`config.mk`:
```
export PLATFORM = sky130hd
export DESIGN_NAME = quadrature_decade_step_encoder_top
export DESIGN_NICKNAME = d
export VERILOG_FILES = /design/src/rtl/core/qdse_pkg.sv /design/src/rtl/core/qdse_ctrl.sv /design/src/rtl/core/qdse_datapath.sv /design/src/rtl/core/quadrature_decade_step_encoder_top.sv
export SDC_FILE = /design/constraint.sdc
export NUM_CORES = 1
export LEC_CHECK = 0
export ABC_AREA = 0
export BUFFER_PORTS_ARGS = -buffer_cell sky130_fd_sc_hd__buf_4
export CAP_MARGIN = 20
export CELL_PAD_IN_SITES_DETAIL_PLACEMENT = 1
export CELL_PAD_IN_SITES_GLOBAL_PLACEMENT = 2
export CORE_MARGIN = 2
export CORE_UTILIZATION = 30
export DETAILED_ROUTE_END_ITERATION = 6
export GPL_ROUTABILITY_DRIVEN = 0
export PLACE_DENSITY_LB_ADDON = 0.05
export SLEW_MARGIN = 40
export SYNTH_ARGS = -nofsm -noshare
export SYNTH_HDL_FRONTEND = slang
export SYNTH_SLANG_ARGS = --single-unit
```
`constraint.sdc`:
```
create_clock -name clock -period 7.1 [get_ports clock]
set_clock_uncertainty 0.2 [all_clocks]
set_input_delay 1.775 -clock clock [delete_from_list [all_inputs] [get_ports clock]]
set_output_delay 1.775 -clock clock [all_outputs]
set_load 0.005 [all_outputs]
```
`src/rtl/core/qdse_pkg.sv`:
```
// Shared types and constants of the quadrature decade step encoder.
`timescale 1ns / 1ps

package qdse_pkg;

   // Item operation codes.
   localparam logic [1:0] OP_PIN   = 2'd0;
   localparam logic [1:0] OP_SHORT = 2'd1;
   localparam logic [1:0] OP_LONG  = 2'd2;

   // Configuration register indexes.
   localparam logic [2:0] CSR_MIN_POS  = 3'd0;
   localparam logic [2:0] CSR_MAX_POS  = 3'd1;
   localparam logic [2:0] CSR_DEBOUNCE = 3'd2;
   localparam logic [2:0] CSR_INVERT   = 3'd3;
   localparam logic [2:0] CSR_SPEED    = 3'd4;

   // Reset values of the registers and of the encoder state.
   localparam logic signed [31:0] MIN_POS_RST  = 32'sd0;
   localparam logic signed [31:0] MAX_POS_RST  = 32'sd125000000;
   localparam logic [15:0]        DEBOUNCE_RST = 16'd50;
   localparam logic [9:0]         SPEED_RST    = 10'd1;
   localparam logic signed [31:0] POS_RST      = 32'sd10;
   localparam logic [19:0]        STEP_RST     = 20'd10;

   // Decade step wrap point and a full detent of the phase counter.
   localparam logic [23:0]       STEP_WRAP      = 24'd10000000;
   localparam logic signed [3:0] FULL_PHASE     = 4'sd4;
   localparam logic signed [3:0] NEG_FULL_PHASE = -4'sd4;

   // Controller states, one-hot.
   typedef enum logic [7:0] {
      S_IDLE = 8'b0000_0001,
      S_EVAL = 8'b0000_0010,
      S_MUL  = 8'b0000_0100,
      S_ADD  = 8'b0000_1000,
      S_DIV  = 8'b0001_0000,
      S_FIX  = 8'b0010_0000,
      S_CHK  = 8'b0100_0000,
      S_DONE = 8'b1000_0000
   } state_type;

   // Commands from the controller to the datapath.
   typedef struct packed {
      logic load_req;
      logic eval;
      logic mul;
      logic add;
      logic div_step;
      logic fix;
      logic check;
      logic load_rsp;
   } cmd_type;

   // Status from the datapath to the controller.
   typedef struct packed {
      logic [1:0] op;
      logic       div_last;
   } status_type;

endpackage

```
`src/rtl/core/qdse_ctrl.sv`:
```
// Controller state machine of the quadrature decade step encoder.
`timescale 1ns / 1ps

module qdse_ctrl (
   input  logic                clock,
   input  logic                reset,
   input  logic                req_valid,
   output logic                req_ready,
   output logic                rsp_valid,
   input  logic                rsp_ready,
   input  qdse_pkg::status_type status,
   output qdse_pkg::cmd_type    cmd
);
   import qdse_pkg::*;

   state_type state_ff, state_in;
   logic      rsp_valid_ff, rsp_valid_in;

   // Next state and command decode.
   always_comb begin
      state_in = state_ff;
      cmd      = '0;
      case (state_ff)
         S_IDLE: begin
            if (req_valid) begin
               cmd.load_req = 1'b1;
               state_in     = S_EVAL;
            end
         end
         S_EVAL: begin
            cmd.eval = 1'b1;
            case (status.op)
               OP_PIN:  state_in = S_MUL;
               OP_LONG: state_in = S_DIV;
               default: state_in = S_DONE;
            endcase
         end
         S_MUL: begin
            cmd.mul  = 1'b1;
            state_in = S_ADD;
         end
         S_ADD: begin
            cmd.add  = 1'b1;
            state_in = S_CHK;
         end
         S_DIV: begin
            cmd.div_step = 1'b1;
            if (status.div_last) begin
               state_in = S_FIX;
            end
         end
         S_FIX: begin
            cmd.fix  = 1'b1;
            state_in = S_CHK;
         end
         S_CHK: begin
            cmd.check = 1'b1;
            state_in  = S_DONE;
         end
         S_DONE: begin
            if (!rsp_valid_ff || rsp_ready) begin
               cmd.load_rsp = 1'b1;
               state_in     = S_IDLE;
            end
         end
         default: state_in = S_IDLE;
      endcase
   end

   // The output register holds a beat until the receiver takes it.
   always_comb begin
      if (cmd.load_rsp) begin
         rsp_valid_in = 1'b1;
      end else if (rsp_ready) begin
         rsp_valid_in = 1'b0;
      end else begin
         rsp_valid_in = rsp_valid_ff;
      end
   end

   always_ff @(posedge clock) begin
      if (reset) begin
         state_ff     <= S_IDLE;
         rsp_valid_ff <= 1'b0;
      end else begin
         state_ff     <= state_in;
         rsp_valid_ff <= rsp_valid_in;
      end
   end

   assign req_ready = (state_ff == S_IDLE);
   assign rsp_valid = rsp_valid_ff;

endmodule

```
`src/rtl/core/qdse_datapath.sv`:
```
// Datapath of the quadrature decade step encoder: registers, phase logic and divider.
`timescale 1ns / 1ps

module qdse_datapath (
   input  logic                 clock,
   input  logic                 reset,
   input  qdse_pkg::cmd_type     cmd,
   output qdse_pkg::status_type  status,
   input  logic [1:0]           req_op,
   input  logic                 req_pin_a,
   input  logic                 req_pin_b,
   input  logic [31:0]          req_now_us,
   input  logic                 csr_write_en,
   input  logic [2:0]           csr_index,
   input  logic [31:0]          csr_wdata,
   output logic signed [31:0]   rsp_position,
   output logic                 rsp_moved,
   output logic [19:0]          rsp_step_size
);
   import qdse_pkg::*;

   // Configuration registers.
   logic signed [31:0] min_ff, min_in;
   logic signed [31:0] max_ff, max_in;
   logic [15:0]        deb_ff, deb_in;
   logic               inv_ff, inv_in;
   logic [9:0]         mult_ff, mult_in;

   // Encoder state.
   logic signed [3:0]  phase_ff, phase_in;
   logic [31:0]        last_ff, last_in;
   logic signed [31:0] pos_ff, pos_in;
   logic [19:0]        step_ff, step_in;
   logic               moved_ff, moved_in;

   // Item and working registers.
   logic [1:0]         op_ff, op_in;
   logic               a_ff, a_in;
   logic               b_ff, b_in;
   logic [31:0]        now_ff, now_in;
   logic               try_ff, try_in;
   logic               dir_neg_ff, dir_neg_in;
   logic [29:0]        prod_ff, prod_in;
   logic signed [33:0] cand_ff, cand_in;
   logic [31:0]        mag_ff, mag_in;
   logic [19:0]        rem_ff, rem_in;
   logic [4:0]         cnt_ff, cnt_in;
   logic               neg_ff, neg_in;

   // Output register payload.
   logic signed [31:0] rsp_pos_ff, rsp_pos_in;
   logic               rsp_moved_ff, rsp_moved_in;
   logic [19:0]        rsp_step_ff, rsp_step_in;

   // Combinational helpers.
   logic [31:0]        elapsed;
   logic               pass;
   logic signed [3:0]  p1, p2, p3, p4;
   logic               fired;
   logic [23:0]        step_x10;
   logic [23:0]        step_wrapped;
   logic [19:0]        divisor;
   logic [20:0]        trial;
   logic               trial_ge;
   logic signed [33:0] pos_wide;
   logic signed [33:0] min_wide;
   logic signed [33:0] max_wide;
   logic               in_bounds;

   // Debounce window and the four ordered phase rules.
   always_comb begin
      elapsed = now_ff - last_ff;
      pass    = (elapsed >= {16'd0, deb_ff});
      fired   = 1'b0;
      p1      = phase_ff;
      if ((phase_ff == 4'sd0 && !a_ff && b_ff) || (phase_ff == 4'sd2 && a_ff && !b_ff)) begin
         p1    = phase_ff + 4'sd1;
         fired = 1'b1;
      end
      p2 = p1;
      if ((p1 == -4'sd1 && !a_ff && !b_ff) || (p1 == -4'sd3 && a_ff && b_ff)) begin
         p2    = p1 - 4'sd1;
         fired = 1'b1;
      end
      p3 = p2;
      if ((p2 == 4'sd1 && !a_ff && !b_ff) || (p2 == 4'sd3 && a_ff && b_ff)) begin
         p3    = p2 + 4'sd1;
         fired = 1'b1;
      end
      p4 = p3;
      if ((p3 == 4'sd0 && a_ff && !b_ff) || (p3 == -4'sd2 && !a_ff && b_ff)) begin
         p4    = p3 - 4'sd1;
         fired = 1'b1;
      end
   end

   // Next decade step: ten times the step, wrapped at ten million.
   always_comb begin
      step_x10 = {1'b0, step_ff, 3'b000} + {3'b000, step_ff, 1'b0};
      if (step_x10 >= STEP_WRAP) begin
         step_wrapped = step_x10 - STEP_WRAP;
      end else begin
         step_wrapped = step_x10;
      end
   end

   // One restoring division step on the position magnitude.
   always_comb begin
      divisor  = (step_ff == 20'd0) ? 20'd1 : step_ff;
      trial    = {rem_ff, mag_ff[31]};
      trial_ge = (trial >= {1'b0, divisor});
   end

   // Bounds check on the candidate position.
   always_comb begin
      pos_wide  = {{2{pos_ff[31]}}, pos_ff};
      min_wide  = {{2{min_ff[31]}}, min_ff};
      max_wide  = {{2{max_ff[31]}}, max_ff};
      in_bounds = (cand_ff >= min_wide) && (cand_ff <= max_wide);
   end

   // Register next values.
   always_comb begin
      min_in       = min_ff;
      max_in       = max_ff;
      deb_in       = deb_ff;
      inv_in       = inv_ff;
      mult_in      = mult_ff;
      phase_in     = phase_ff;
      last_in      = last_ff;
      pos_in       = pos_ff;
      step_in      = step_ff;
      moved_in     = moved_ff;
      op_in        = op_ff;
      a_in         = a_ff;
      b_in         = b_ff;
      now_in       = now_ff;
      try_in       = try_ff;
      dir_neg_in   = dir_neg_ff;
      prod_in      = prod_ff;
      cand_in      = cand_ff;
      mag_in       = mag_ff;
      rem_in       = rem_ff;
      cnt_in       = cnt_ff;
      neg_in       = neg_ff;
      rsp_pos_in   = rsp_pos_ff;
      rsp_moved_in = rsp_moved_ff;
      rsp_step_in  = rsp_step_ff;

      // Configuration writes.
      if (csr_write_en) begin
         case (csr_index)
            CSR_MIN_POS:  min_in  = csr_wdata;
            CSR_MAX_POS:  max_in  = csr_wdata;
            CSR_DEBOUNCE: deb_in  = csr_wdata[15:0];
            CSR_INVERT:   inv_in  = csr_wdata[0];
            CSR_SPEED:    mult_in = csr_wdata[9:0];
            default: ;
         endcase
      end

      // Capture the accepted beat.
      if (cmd.load_req) begin
         op_in  = req_op;
         a_in   = req_pin_a;
         b_in   = req_pin_b;
         now_in = req_now_us;
      end

      // First work cycle: phase update, step change or divider setup.
      if (cmd.eval) begin
         moved_in = 1'b0;
         try_in   = 1'b0;
         case (op_ff)
            OP_PIN: begin
               if (pass) begin
                  if (fired) begin
                     last_in = now_ff;
                  end
                  try_in     = (p4 == FULL_PHASE) || (p4 == NEG_FULL_PHASE);
                  dir_neg_in = p4[3] ^ inv_ff;
                  if (a_ff && b_ff && p4 != 4'sd0) begin
                     phase_in = 4'sd0;
                  end else begin
                     phase_in = p4;
                  end
               end
            end
            OP_SHORT: begin
               step_in = (step_wrapped == 24'd0) ? 20'd1 : step_wrapped[19:0];
            end
            OP_LONG: begin
               neg_in = pos_ff[31];
               mag_in = pos_ff[31] ? (~pos_ff + 32'd1) : pos_ff;
               rem_in = 20'd0;
               cnt_in = 5'd31;
            end
            default: ;
         endcase
      end

      // Step size times speed factor.
      if (cmd.mul) begin
         prod_in = {10'd0, step_ff} * {20'd0, mult_ff};
      end

      // Candidate position after a full detent.
      if (cmd.add) begin
         if (dir_neg_ff) begin
            cand_in = pos_wide - {4'd0, prod_ff};
         end else begin
            cand_in = pos_wide + {4'd0, prod_ff};
         end
      end

      // One quotient bit per cycle; only the remainder is kept.
      if (cmd.div_step) begin
         rem_in = trial_ge ? 20'(trial - {1'b0, divisor}) : trial[19:0];
         mag_in = {mag_ff[30:0], 1'b0};
         cnt_in = cnt_ff - 5'd1;
      end

      // Truncate toward zero by removing the remainder.
      if (cmd.fix) begin
         try_in = 1'b1;
         if (neg_ff) begin
            cand_in = pos_wide + {14'd0, rem_ff};
         end else begin
            cand_in = pos_wide - {14'd0, rem_ff};
         end
      end

      // Keep the candidate only inside the bounds.
      if (cmd.check && try_ff && in_bounds) begin
         pos_in   = cand_ff[31:0];
         moved_in = 1'b1;
      end

      if (cmd.load_rsp) begin
         rsp_pos_in   = pos_ff;
         rsp_moved_in = moved_ff;
         rsp_step_in  = step_ff;
      end
   end

   // Configuration, control and encoder state.
   always_ff @(posedge clock) begin
      if (reset) begin
         min_ff   <= MIN_POS_RST;
         max_ff   <= MAX_POS_RST;
         deb_ff   <= DEBOUNCE_RST;
         inv_ff   <= 1'b0;
         mult_ff  <= SPEED_RST;
         phase_ff <= 4'sd0;
         last_ff  <= 32'd0;
         pos_ff   <= POS_RST;
         step_ff  <= STEP_RST;
         moved_ff <= 1'b0;
         try_ff   <= 1'b0;
         cnt_ff   <= 5'd0;
      end else begin
         min_ff   <= min_in;
         max_ff   <= max_in;
         deb_ff   <= deb_in;
         inv_ff   <= inv_in;
         mult_ff  <= mult_in;
         phase_ff <= phase_in;
         last_ff  <= last_in;
         pos_ff   <= pos_in;
         step_ff  <= step_in;
         moved_ff <= moved_in;
         try_ff   <= try_in;
         cnt_ff   <= cnt_in;
      end
   end

   // Payload and working registers.
   always_ff @(posedge clock) begin
      op_ff        <= op_in;
      a_ff         <= a_in;
      b_ff         <= b_in;
      now_ff       <= now_in;
      dir_neg_ff   <= dir_neg_in;
      prod_ff      <= prod_in;
      cand_ff      <= cand_in;
      mag_ff       <= mag_in;
      rem_ff       <= rem_in;
      neg_ff       <= neg_in;
      rsp_pos_ff   <= rsp_pos_in;
      rsp_moved_ff <= rsp_moved_in;
      rsp_step_ff  <= rsp_step_in;
   end

   assign status.op       = op_ff;
   assign status.div_last = (cnt_ff == 5'd0);

   assign rsp_position  = rsp_pos_ff;
   assign rsp_moved     = rsp_moved_ff;
   assign rsp_step_size = rsp_step_ff;

endmodule

```
`src/rtl/core/quadrature_decade_step_encoder_top.sv`:
```
// Top level of the quadrature decade step encoder.
`timescale 1ns / 1ps
//
// Usage: each req beat carries an op (pin sample, short click or long click),
// the two encoder pin levels and a microsecond timestamp. Each accepted beat
// yields exactly one rsp beat with the position, a moved flag and the current
// decade step. The csr port writes the position bounds, debounce time, direction
// invert and speed factor, one register per cycle with csr_write_en.
// After req acceptance, a short click or an unused op passes the states EVAL and
// DONE; a pin sample EVAL, MUL, ADD, CHK and DONE; a long click EVAL, DIV, FIX,
// CHK and DONE. The long click runs a one-bit-per-cycle restoring divider over
// the 32-bit position magnitude in DIV. One beat is in work at a time; req_ready
// rises in the same cycle as rsp_valid, so a new beat waits for the last one.
// A finished result waits in the output register while the receiver stalls;
// the next beat may be accepted and worked on, and its result is held back
// until the waiting beat is taken.
// Reset clears the state machine, the output valid, the encoder state (phase 0,
// position 10, step 10) and the configuration to its default values.
//
module quadrature_decade_step_encoder_top (
   input  logic               clock,
   input  logic               reset,
   input  logic               req_valid,
   output logic               req_ready,
   input  logic [1:0]         req_op,
   input  logic               req_pin_a,
   input  logic               req_pin_b,
   input  logic [31:0]        req_now_us,
   output logic               rsp_valid,
   input  logic               rsp_ready,
   output logic signed [31:0] rsp_position,
   output logic               rsp_moved,
   output logic [19:0]        rsp_step_size,
   input  logic               csr_write_en,
   input  logic [2:0]         csr_index,
   input  logic [31:0]        csr_wdata
);
   import qdse_pkg::*;

   cmd_type    cmd;
   status_type status;

   // Sequencing of each beat.
   qdse_ctrl u_ctrl (
      .clock     (clock),
      .reset     (reset),
      .req_valid (req_valid),
      .req_ready (req_ready),
      .rsp_valid (rsp_valid),
      .rsp_ready (rsp_ready),
      .status    (status),
      .cmd       (cmd)
   );

   // State, arithmetic and configuration.
   qdse_datapath u_datapath (
      .clock         (clock),
      .reset         (reset),
      .cmd           (cmd),
      .status        (status),
      .req_op        (req_op),
      .req_pin_a     (req_pin_a),
      .req_pin_b     (req_pin_b),
      .req_now_us    (req_now_us),
      .csr_write_en  (csr_write_en),
      .csr_index     (csr_index),
      .csr_wdata     (csr_wdata),
      .rsp_position  (rsp_position),
      .rsp_moved     (rsp_moved),
      .rsp_step_size (rsp_step_size)
   );

   // A reported step is never zero.
   assert property (@(posedge clock) disable iff (reset)
      rsp_valid |-> (rsp_step_size != 20'd0))
      else $error("decade step reported as zero");

   // An accepted beat closes the input until its work is done.
   assert property (@(posedge clock) disable iff (reset)
      (req_valid && req_ready) |=> !req_ready)
      else $error("input open while a beat is in work");

   // Reset leaves no result pending.
   assert property (@(posedge clock)
      reset |=> !rsp_valid)
      else $error("result pending after reset");

   // A new result loads only while the controller finishes a beat.
   assert property (@(posedge clock) disable iff (reset)
      cmd.load_rsp |=> (rsp_valid && req_ready))
      else $error("result load out of step with the controller");

endmodule

```
# Word-level counts from Yosys, hierarchy flattened

Index checks and enable logic that the tools add are counted.

Order comparisons: 5
Multipliers: 1
Eq/ne operators: 25
$add $sub $neg: 14
Reduce and logical (&&, ||, !) cells: 56
Bitwise logic cells: 2
Mux-type cells: 50

Operators by type and width:

| operator                                                   | number |
|---|---|
| 2-to-1 mux 34 bit                                          | 4 |
| 2-to-1 mux 32 bit                                          | 4 |
| 2-to-1 mux 20 bit                                          | 6 |
| case mux 8 bit (7 select lines)                            | 1 |
| greater-or-equal comparator 34 x 32 -> 1 bit               | 1 |
| less-or-equal comparator 34 x 32 -> 1 bit                  | 1 |
| adder 32 x 21 -> 33 bit                                    | 1 |
| adder 32 x 31 -> 33 bit                                    | 1 |
| subtractor 32 x 21 -> 33 bit                               | 1 |
| subtractor 32 x 31 -> 33 bit                               | 1 |
| adder 32 x 1 -> 32 bit (second input constant)             | 1 |
| greater-or-equal comparator 32 x 16 -> 1 bit               | 1 |
| NOT 32 bit                                                 | 1 |
| subtractor 32 bit                                          | 1 |
| multiplier 20 x 10 -> 30 bit                               | 1 |
| adder 23 x 21 -> 24 bit                                    | 1 |
| greater-or-equal comparator 24 bit (second input constant) | 1 |
| zero test 24 bit                                           | 1 |
| 2-to-1 mux 24 bit                                          | 1 |
| 2-to-1 mux 8 bit                                           | 3 |
| subtractor 24 bit (second input constant)                  | 1 |
| 2-to-1 mux 1 bit                                           | 22 |
| greater-or-equal comparator 21 x 20 -> 1 bit               | 1 |
| logical AND 1 bit                                          | 21 |
| other kinds (40)                                           | 75 |

Bits in registers: 402
Logic and storage cells: 181
Input bits: 76
Output and inout bits: 55

# Logic depth before layout (Yosys ltp)

Gate-level depths: netlist (run 1).

Depth in word-level cells: 26
Gate-level depth with buffers: 26
Gate-level depth less buffers: 25

# Hierarchy

From an unflattened synthesis (run 1), not the netlist that was laid out.

Cells, all modules: 3,639
Area total of the unflattened synthesis: 31,893.1 um^2

Modules (own cells, without submodules):

| module        | cells an instance | area each (um^2) | instances | sequential area each (um^2) |
|---|---|---|---|---|
| qdse_datapath | 3,581             | 31,377.6         | 1         | 9,899.5 |
| qdse_ctrl     | 58                | 515.5            | 1         | 180.2 |

# Worst setup path before layout (run 1)

No wires, ideal clock.

Path type: reg-to-reg
Start point: reg u_datapath.step_ff[2]
End point: reg u_datapath.prod_ff[28] (data pin)
Buffers on the path: 1
Period minus slack after synthesis: 6.063 ns
Cell stages (with the launch flop): 21
Data arrival time: 5.605 ns
Setup time: 0.258 ns
Data required time: 6.642 ns
Setup slack: 1.037 ns
Cell sequence: dfxtp_1 -> clkbuf_1 -> and2_1 -> fa_1 -> fa_1 -> fa_1 -> fa_1 -> inv_1 -> fa_1 -> inv_1 -> ha_1 -> a21oi_1 -> o21bai_1 -> a22o_1 -> o41a_1 -> o41a_1 -> a41oi_1 -> a211o_1 -> o2111ai_1 -> a21oi_1 -> xnor2_1

Word-level cells in the longest chain between the ends: 1

RTL lines:

| item                         | RTL line             | RTL |
|---|---|---|
| start, declared              | qdse_datapath.sv:33  | `logic [19:0] step_ff, step_in;` |
| start signal, assigned       | qdse_datapath.sv:270 | `step_ff <= step_in;` |
| multiplier 20 x 10 -> 30 bit | qdse_datapath.sv:204 | `prod_in = {10'd0, step_ff} * {20'd0, mult_ff};` |
| end signal, assigned         | qdse_datapath.sv:284 | `prod_ff <= prod_in;` |
| end, declared                | qdse_datapath.sv:43  | `logic [29:0] prod_ff, prod_in;` |

No other way between the ends.
A chain may end at the register's enable or synchronous reset.

# Final worst setup path (run 1)

Start point: reg u_datapath.mult_ff[9]
End point: reg u_datapath.prod_ff[28] (data pin)

Word-level cells in the longest chain between the ends: 1

RTL lines:

| item                         | RTL line             | RTL |
|---|---|---|
| start, declared              | qdse_datapath.sv:27  | `logic [9:0] mult_ff, mult_in;` |
| start signal, assigned       | qdse_datapath.sv:266 | `mult_ff <= mult_in;` |
| multiplier 20 x 10 -> 30 bit | qdse_datapath.sv:204 |  |

No other way between the ends.

==> results of run 1 <==
==> cell usage after synthesis, types with 6 or more instances <==
cell type / number / area (µm²)
o21bai_1: 15 / 113
a31oi_1: 27 / 169
or3_1: 28 / 175
and2_1: 115 / 719
fa_1: 146 / 2920
nand3_1: 43 / 215
nor2b_1: 26 / 163
o31ai_1: 14 / 105
nor2_1: 269 / 1010
dfxtp_1: 196 / 3920
a211oi_1: 31 / 233
o211ai_1: 17 / 128
o41ai_1: 13 / 114
mux2i_1: 97 / 971
nor3_1: 54 / 270
or2_2: 12 / 75.1
o221ai_1: 6 / 52.6
clkbuf_1: 128 / 480
and3_1: 28 / 175
edfxtp_1: 205 / 6160
or4_1: 15 / 113
nand4_1: 36 / 225
nor4_1: 22 / 138
nand2_1: 436 / 1640
a211o_1: 22 / 193
nand3b_1: 14 / 105
mux2_2: 6 / 67.6
o21ai_0: 138 / 691
xor2_1: 97 / 850
o21a_1: 20 / 150
a21oi_1: 256 / 1280
inv_1: 353 / 1330
ha_1: 266 / 3330
a2111oi_0: 8 / 70.1
a21o_1: 59 / 443
nand2b_1: 25 / 156
xnor2_1: 115 / 1010
o22ai_1: 8 / 50.1
nor3b_1: 8 / 60.1
==> worst min-delay path by stage <==
stage | endpoint | slack, ps
final | u_datapath.min_ff[21]$_SDFFE_PP0P_ | 260
after global routing | u_datapath.max_ff[3]$_SDFFE_PP0P_ | 270
after CTS | u_datapath.min_ff[31]$_SDFFE_PP0P_ | 260
after detailed placement | u_datapath.max_ff[27]$_SDFFE_PP0P_ | 250
after global placement | u_datapath.min_ff[24]$_SDFFE_PP0P_ | 240
after floorplan | u_datapath.rsp_moved$_DFFE_PP_ | 210
==> area by class of cell <==
type / count / area, µm²
clock inverters: 39 / 417
diodes: 2 / 5.00
flip-flops and latches: 401 / 10100
repair buffers: 185 / 1450
multi-input cells: 2585 / 19100
well taps: 1368 / 1710
clock buffers: 62 / 1410
fillers: 11902 / 66700
inverters: 354 / 1330
==> report_power, final <==
part / switching [mW] / internal [mW]
sequential: 0.124 / 2.58
combinational: 0.905 / 0.577
clock: 1.16 / 1.69
==> worst register-to-register path, cell delays in order, from the launching register on <==
cell and delay, ps:
dfxtp_1 800, and2_1 260, fa_1 420, fa_1 520
fa_1 520, fa_1 550, inv_1 60, fa_1 530
inv_1 40, ha_1 360, a21oi_1 170, o21bai_1 90
a22o_1 220, o41a_1 350, o41a_1 390, a41oi_1 300
a211o_1 220, o2111ai_1 130, a21oi_1 190, xnor2_1 90
==> cells in the final DEF (no fill, tap or decap), types with 17 or more instances in the layout <==
master	instances
nor3_1	54
xor2_1	97
o21a_1	20
clkbuf_16	54
o21ai_0	137
a21oi_1	256
ha_1	266
mux2i_1	97
nor2_1	269
nor2b_1	25
xnor2_1	113
inv_1	353
or3_1	28
a211o_1	22
nand2_1	435
and3_1	28
nor4_1	22
a211oi_1	30
fa_1	146
dfxtp_1	194
nand2b_1	25
edfxtp_1	205
and2_1	114
nand4_1	36
buf_4	180
o211ai_1	17
a31oi_1	27
nand3_1	43
a21o_1	59
==> per-stage QoR <==
step                std cells  instance area (µm²)
floorplan                3479                31000
global placement         4889                33600
detailed placement       4891                33600
CTS                      4992                35500
global route             4995                35500
finish                   4996                35500
==> flip-flops by register name, summed over array words and instances (netlist names), 8 cells and up <==
signal	flops
u_datapath.mult_ff	10
u_datapath.now_ff	32
u_datapath.step_ff	20
u_datapath.prod_ff	30
u_datapath.max_ff	32
u_datapath.last_ff	32
u_datapath.mag_ff	32
u_datapath.rem_ff	20
u_ctrl.state_ff	8
u_datapath.rsp_step_size	20
u_datapath.rsp_position	32
u_datapath.min_ff	32
u_datapath.cand_ff	33
u_datapath.pos_ff	32
u_datapath.deb_ff	16
==> per-layer routing <==
layer  part of all wire, %  routed length (µm)  up-vias  GRT usage (%)
met5                0.0069                   7        -              0
met1                    46               47200    12310           25.2
li1                      -                   -    12183              -
met3                   2.7                2750       96           2.41
met2                    49               49300      258           32.9
met4                   2.4                2400        2           4.88
==> cells by family (layout without fill, tap and decap cells) <==
kind of cell	count (synthesis)	in the layout	synth area share, %
compound gates	702	702	14.3
xor+xnor	212	212	5.98
fa+ha+maj	412	412	20.1
buf+inv	493	640	6.14
flops	401	401	32.5
mux	103	103	3.35
other cells	0	2	0
simple gates	1156	1156	17.6
==> impl_metrics.env, run 1 <==
export IMPL_final_core_utilization_pct=34.8
export IMPL_startpoint="u_datapath.mult_ff[9]$_SDFFE_PP0P_"
export IMPL_synth_cell_types=87
export IMPL_via_per_inst=4.97
export IMPL_antenna_found_initial=5
export IMPL_cts_tree="done"
export IMPL_fp_dieH_um=326
export IMPL_drt_iter0_markers=978
export IMPL_hold_viol=0
export IMPL_area_growth_pct=14.5
export IMPL_r2r_end="u_datapath.prod_ff[28]$_DFFE_PP_"
export IMPL_critPathBufInv=2
export IMPL_die_width_um=326
export IMPL_layout_drive_gt1_share_pct=8.94
export IMPL_dr_pass1_iters=5
export IMPL_grt_pass1_wl_um=159000
export IMPL_die_area_um2=106000
export IMPL_rows=117
export IMPL_fin_crit_sh_pct=93.9
export IMPL_grt_max_degree=106
export IMPL_drc=0
export IMPL_cts_htree_levels=2
export IMPL_hold_buffers=0
export IMPL_totalWireLength_um=102000
export IMPL_power_density_nw_per_um2=198
export IMPL_ys_warn_count=0
export IMPL_peakVddDrop_mv=0.241
export IMPL_status="complete, no violations"
export IMPL_io_pins=131
export IMPL_post_cts_buffers=0
export IMPL_cts_buffer_depth=3
export IMPL_worstHoldStart="u_datapath.min_ff[21]$_SDFFE_PP0P_"
export IMPL_reg2reg_slack_ps=430
export IMPL_path_class="register to register"
export IMPL_cts_resized=0
export IMPL_overflow=0
export IMPL_power_leakage_nw=14.9
export IMPL_syn_inst=3479
export IMPL_tns_ps=0
export IMPL_crit_top_cell="fa_1"
export IMPL_reg2reg_depth=19
export IMPL_wl_per_cell_um=20.4
export IMPL_io_buffer_count=130
export IMPL_hold_depth=2
export IMPL_setup_viol=0
export IMPL_path_cells="and2_1, fa_1, fa_1, fa_1, fa_1, inv_1, fa_1, inv_1, ha_1, a21oi_1, o21bai_1, a22o_1, o41a_1, o41a_1, a41oi_1, a211o_1, o2111ai_1, a21oi_1, xnor2_1"
export IMPL_drv_cap=0
export IMPL_dp_hpwl_um=79100
export IMPL_vias=24849
export IMPL_clock_latency_ps=650
export IMPL_critPathTopFamily="adder cells"
export IMPL_track_usage_pct=19.1
export IMPL_synthFlopType="edfxtp_1"
export IMPL_numCtsBuffers=54
export IMPL_slew_headroom_pct=47.1
export IMPL_critPathLaunchType="register"
export IMPL_endpoint="u_datapath.prod_ff[28]$_DFFE_PP_"
export IMPL_finalNetCount=4069
export IMPL_dp_slack_ps=381
export IMPL_cpMaxStageDelayCell="dfxtp_1"
export IMPL_root_buffer="clkbuf_16"
export IMPL_tightest_slew_ps=786
export IMPL_total_power_mw=7.03
export IMPL_max_stage_delay_ps=800
export IMPL_critical_path_depth=19
export IMPL_grt_setup_unrepaired="no"
export IMPL_fmax_mhz=150
export IMPL_core_area_um2=102000
export IMPL_required_ps=7290
export IMPL_numClockSinks=401
export IMPL_syn_avg_cell_area_um2=8.92
export IMPL_postSynthRegisterBits=401
export IMPL_syn_nets=3967
export IMPL_clk_pin_slew_ps=60
export IMPL_r2r_start="u_datapath.mult_ff[9]$_SDFFE_PP0P_"
export IMPL_ant_nets=0
export IMPL_yosysSeqAreaShare_pct=32.5
export IMPL_finalMaxSlewViolations=0
export IMPL_worst_hold_slack_ps=256
export IMPL_critical_path_max_fanout=21
export IMPL_hp_class="register to register"
export IMPL_synth_edf_count=205
export IMPL_grt_pass1_vias=26550
export IMPL_synth_cell_area_um2=31000
export IMPL_async_flop_share_pct=0
export IMPL_final_setup_worst_slack_ps=431
export IMPL_fin_crit_ps=6670
export IMPL_worstSetupEndpointType="register"
export IMPL_start_util_pct=30.4
export IMPL_crit_arrival_ps=6860
(Power assumes the default switching activity.)
==> run 2: changes to the inputs <==
- SYNTH_HIERARCHICAL: default -> 1
==> impl_metrics.env, run 2 <==
export IMPL_root_buffer="clkbuf_16"
export IMPL_synth_area_top_cells="edfxtp_1 (19%), dfxtp_1 (12%), ha_1 (10%)"
export IMPL_postSynthRegisterBits=401
export IMPL_core_area_um2=105000
export IMPL_crit_top_cell="a21oi_1"
export IMPL_ys_warn_count=6
export IMPL_worstSetupEndpointType="register"
export IMPL_start_util_pct=30.3
export IMPL_io_pins=131
export IMPL_fin_crit_ps=6650
export IMPL_synth_most_common_cell="nand2_1"
export IMPL_fmax_mhz=150
export IMPL_hp_class="register to register"
export IMPL_fin_crit_sh_pct=93.7
export IMPL_multi_input_area_um2=19900
export IMPL_totalWireLength_um=108000
export IMPL_violations="design-rule violations"
export IMPL_clock_latency_ps=660
export IMPL_syn_inst=3639
export IMPL_layout_drive_gt1_share_pct=9.88
export IMPL_numClockSinks=401
export IMPL_fp_dieH_um=330
export IMPL_cts_tree="done"
export IMPL_overflow=0
export IMPL_drv_cap=0
export IMPL_cts_buffer_depth=3
export IMPL_synthXorXnorAreaFrac_pct=5.84
export IMPL_synthMuxAreaShare_pct=1.99
export IMPL_vias=26398
export IMPL_io_buffer_count=130
export IMPL_synthFlopType="edfxtp_1"
export IMPL_nFillCells=12243
export IMPL_finalMaxSlewViolations=0
export IMPL_syn_nets=4127
export IMPL_final_common_cell="nand2_1"
export IMPL_top_layer_used="met4"
export IMPL_place_area_um2=34500
export IMPL_track_usage_pct=20.0
export IMPL_netlist_area_leader_share_pct=19.3
export IMPL_area_growth_pct=14.5
export IMPL_die_area_um2=109000
export IMPL_antenna_found_initial=2
export IMPL_max_stage_delay_ps=700
export IMPL_grt_pass1_vias=28405
export IMPL_critical_path_max_fanout=7
export IMPL_synth_compound_area_share_pct=15.8
export IMPL_async_flop_share_pct=0
export IMPL_ant_nets=0
export IMPL_finalNetCount=4220
export IMPL_syn_avg_cell_area_um2=8.76
export IMPL_drt_iter0_markers=1251
export IMPL_dr_pass1_iters=7
export IMPL_yosysTopAreaCell="edfxtp_1"
export IMPL_status="finished, violations left"
export IMPL_finalInstanceArea_um2=36500
export IMPL_synth_top_cells_by_count="nand2_1 (523), inv_1 (354), a21oi_1 (273), ha_1 (266), nor2_1 (227)"
export IMPL_power_leakage_nw=15.0
export IMPL_numCtsBuffers=53
export IMPL_final_cell_mix="nand2_1 (521), inv_1 (351), a21oi_1 (273)"
export IMPL_grt_setup_unrepaired="no"
export IMPL_rows=119
export IMPL_met3_length_um=3060
export IMPL_required_ps=7290
export IMPL_dr_wl_met2_um=52100
export IMPL_grt_max_degree=81
export IMPL_largest_reg_flops=33
export IMPL_tns_ps=0
export IMPL_critPathLaunchType="register"
export IMPL_setup_viol=0
export IMPL_worst_hold_slack_ps=255
export IMPL_synth_cell_area_um2=31900
export IMPL_path_class="register to register"
export IMPL_synth_top_family_by_area="adder cells"
export IMPL_dp_hpwl_um=84600
export IMPL_via_per_inst=5.11
export IMPL_peakVddDrop_mv=0.203
export IMPL_wl_met1_um=51000
export IMPL_clk_pin_slew_ps=60
export IMPL_cpMaxStageDelayCell="or4_1"
export IMPL_yosys_area_share_simple_pct=18.8
export IMPL_synthAdderAreaFrac_pct=19.6
export IMPL_top_register="u_datapath/cand_ff"
export IMPL_crit_arrival_ps=6840
export IMPL_wl_per_cell_um=21.0
export IMPL_power_density_nw_per_um2=198
export IMPL_synth_cell_types=114
export IMPL_slew_headroom_pct=45.7
export IMPL_grt_pass1_wl_um=169000
export IMPL_regArea_um2=10100
export IMPL_yosysSeqAreaShare_pct=31.6
export IMPL_tightest_slew_ps=814
export IMPL_drc=26
export IMPL_die_width_um=330
export IMPL_synth_edf_count=205
export IMPL_path_cells="or4_1, or3_4, nor2_1, o21ai_1, a41oi_1, nor4_2, a221oi_1, a21oi_1, xnor2_1, o21ai_0, ha_1, a21o_1, a21oi_1, nand2_1, a211oi_1, o31ai_1, buf_4, o211ai_1, a31oi_1, nand2b_1, nand2_1, a21oi_1, xnor3_1"
export IMPL_cts_htree_levels=2
export IMPL_hold_viol=0
run 2: changes by cell type after synthesis, moves of 11 or more:
cell / previous run / this run
o211ai_1: 17 / 36
o21ai_0: 138 / 149
nor2_1: 269 / 227
o21a_1: 20 / 37
o21ai_1: 3 / 15
nand2_1: 436 / 523
nand3_1: 43 / 85
mux2i_1: 97 / 59
a211o_1: 22 / 7
a21oi_1: 256 / 273
run 2: per-stage QoR:
step | power, mW | util [%] | worst slack, ps | instances
final | 7.22 | 34.6 | 450 | 5170
after floorplan | 3.82 | - | 795 | 3639
after CTS | 7.36 | 34.5 | 243 | 5161
after global routing | 7.62 | 34.6 | 9.07 | 5168
after global placement | 4.32 | 32.7 | 417 | 5060
after detailed placement | 4.36 | 32.7 | 233 | 5061
run 2: layout make-up:
cell class / instances / area share (%)
diodes: 2 / 0.0137
clock buffers: 73 / 4.17
clock inverters: 27 / 1.00
inverters: 357 / 3.67
multi-input cells: 2720 / 54.6
flip-flops and latches: 401 / 27.6
well taps: 1391 / 4.77
repair buffers: 199 / 4.17
run 2: cell families after synthesis:
group,Yosys count
simple gates,1245
compound gates,789
buf+inv,518
fa+ha+maj,412
flops,401
xor+xnor,211
mux,63
run 2: what timing repair did:
action                                  in CTS  in global routing
endpoints found under the setup margin       0                  5
endpoints found under the hold margin        0                  0
resized for setup                            0                  7
setup buffers                                0                  7
hold buffers                                 0                  0
run 2: path summary, 6_finish.rpt:
path | end | start | cells past startpoint | slack, ps
min | u_datapath/mag_ff[0]$_SDFFE_PP0P_ | u_datapath/mag_ff[0]$_SDFFE_PP0P_ | 2 | 260
min reg2reg | u_datapath/mag_ff[0]$_SDFFE_PP0P_ | u_datapath/mag_ff[0]$_SDFFE_PP0P_ | 2 | 260
max reg2reg | u_datapath/cand_ff[32]$_DFFE_PP_ | u_datapath/prod_ff[7]$_DFFE_PP_ | 23 | 450
max | u_datapath/cand_ff[32]$_DFFE_PP_ | u_datapath/prod_ff[7]$_DFFE_PP_ | 23 | 450
run 2: critical path, delay by kind of cell, from the launching register on:
| family | cells | cell delay [ps] |
|---|---|---|
| fa+ha+maj | 1 | 380 |
| xor+xnor | 2 | 530 |
| buf+inv | 1 | 170 |
| simple gates | 7 | 1810 |
| compound gates | 12 | 2820 |
| flops | 1 | 490 |
run 2: routing by layer:
layer	vias up	track usage [%]
li1	12728	-
met1	13244	26.5
met2	310	34.8
met3	116	1.92
met4	0	4.92
met5	-	0
run 2: power breakdown:
part	internal (mW)	total, mW	switching, mW
registers	2.58	2.70	0.122
clock network	1.76	2.92	1.16
logic	0.618	1.60	0.980
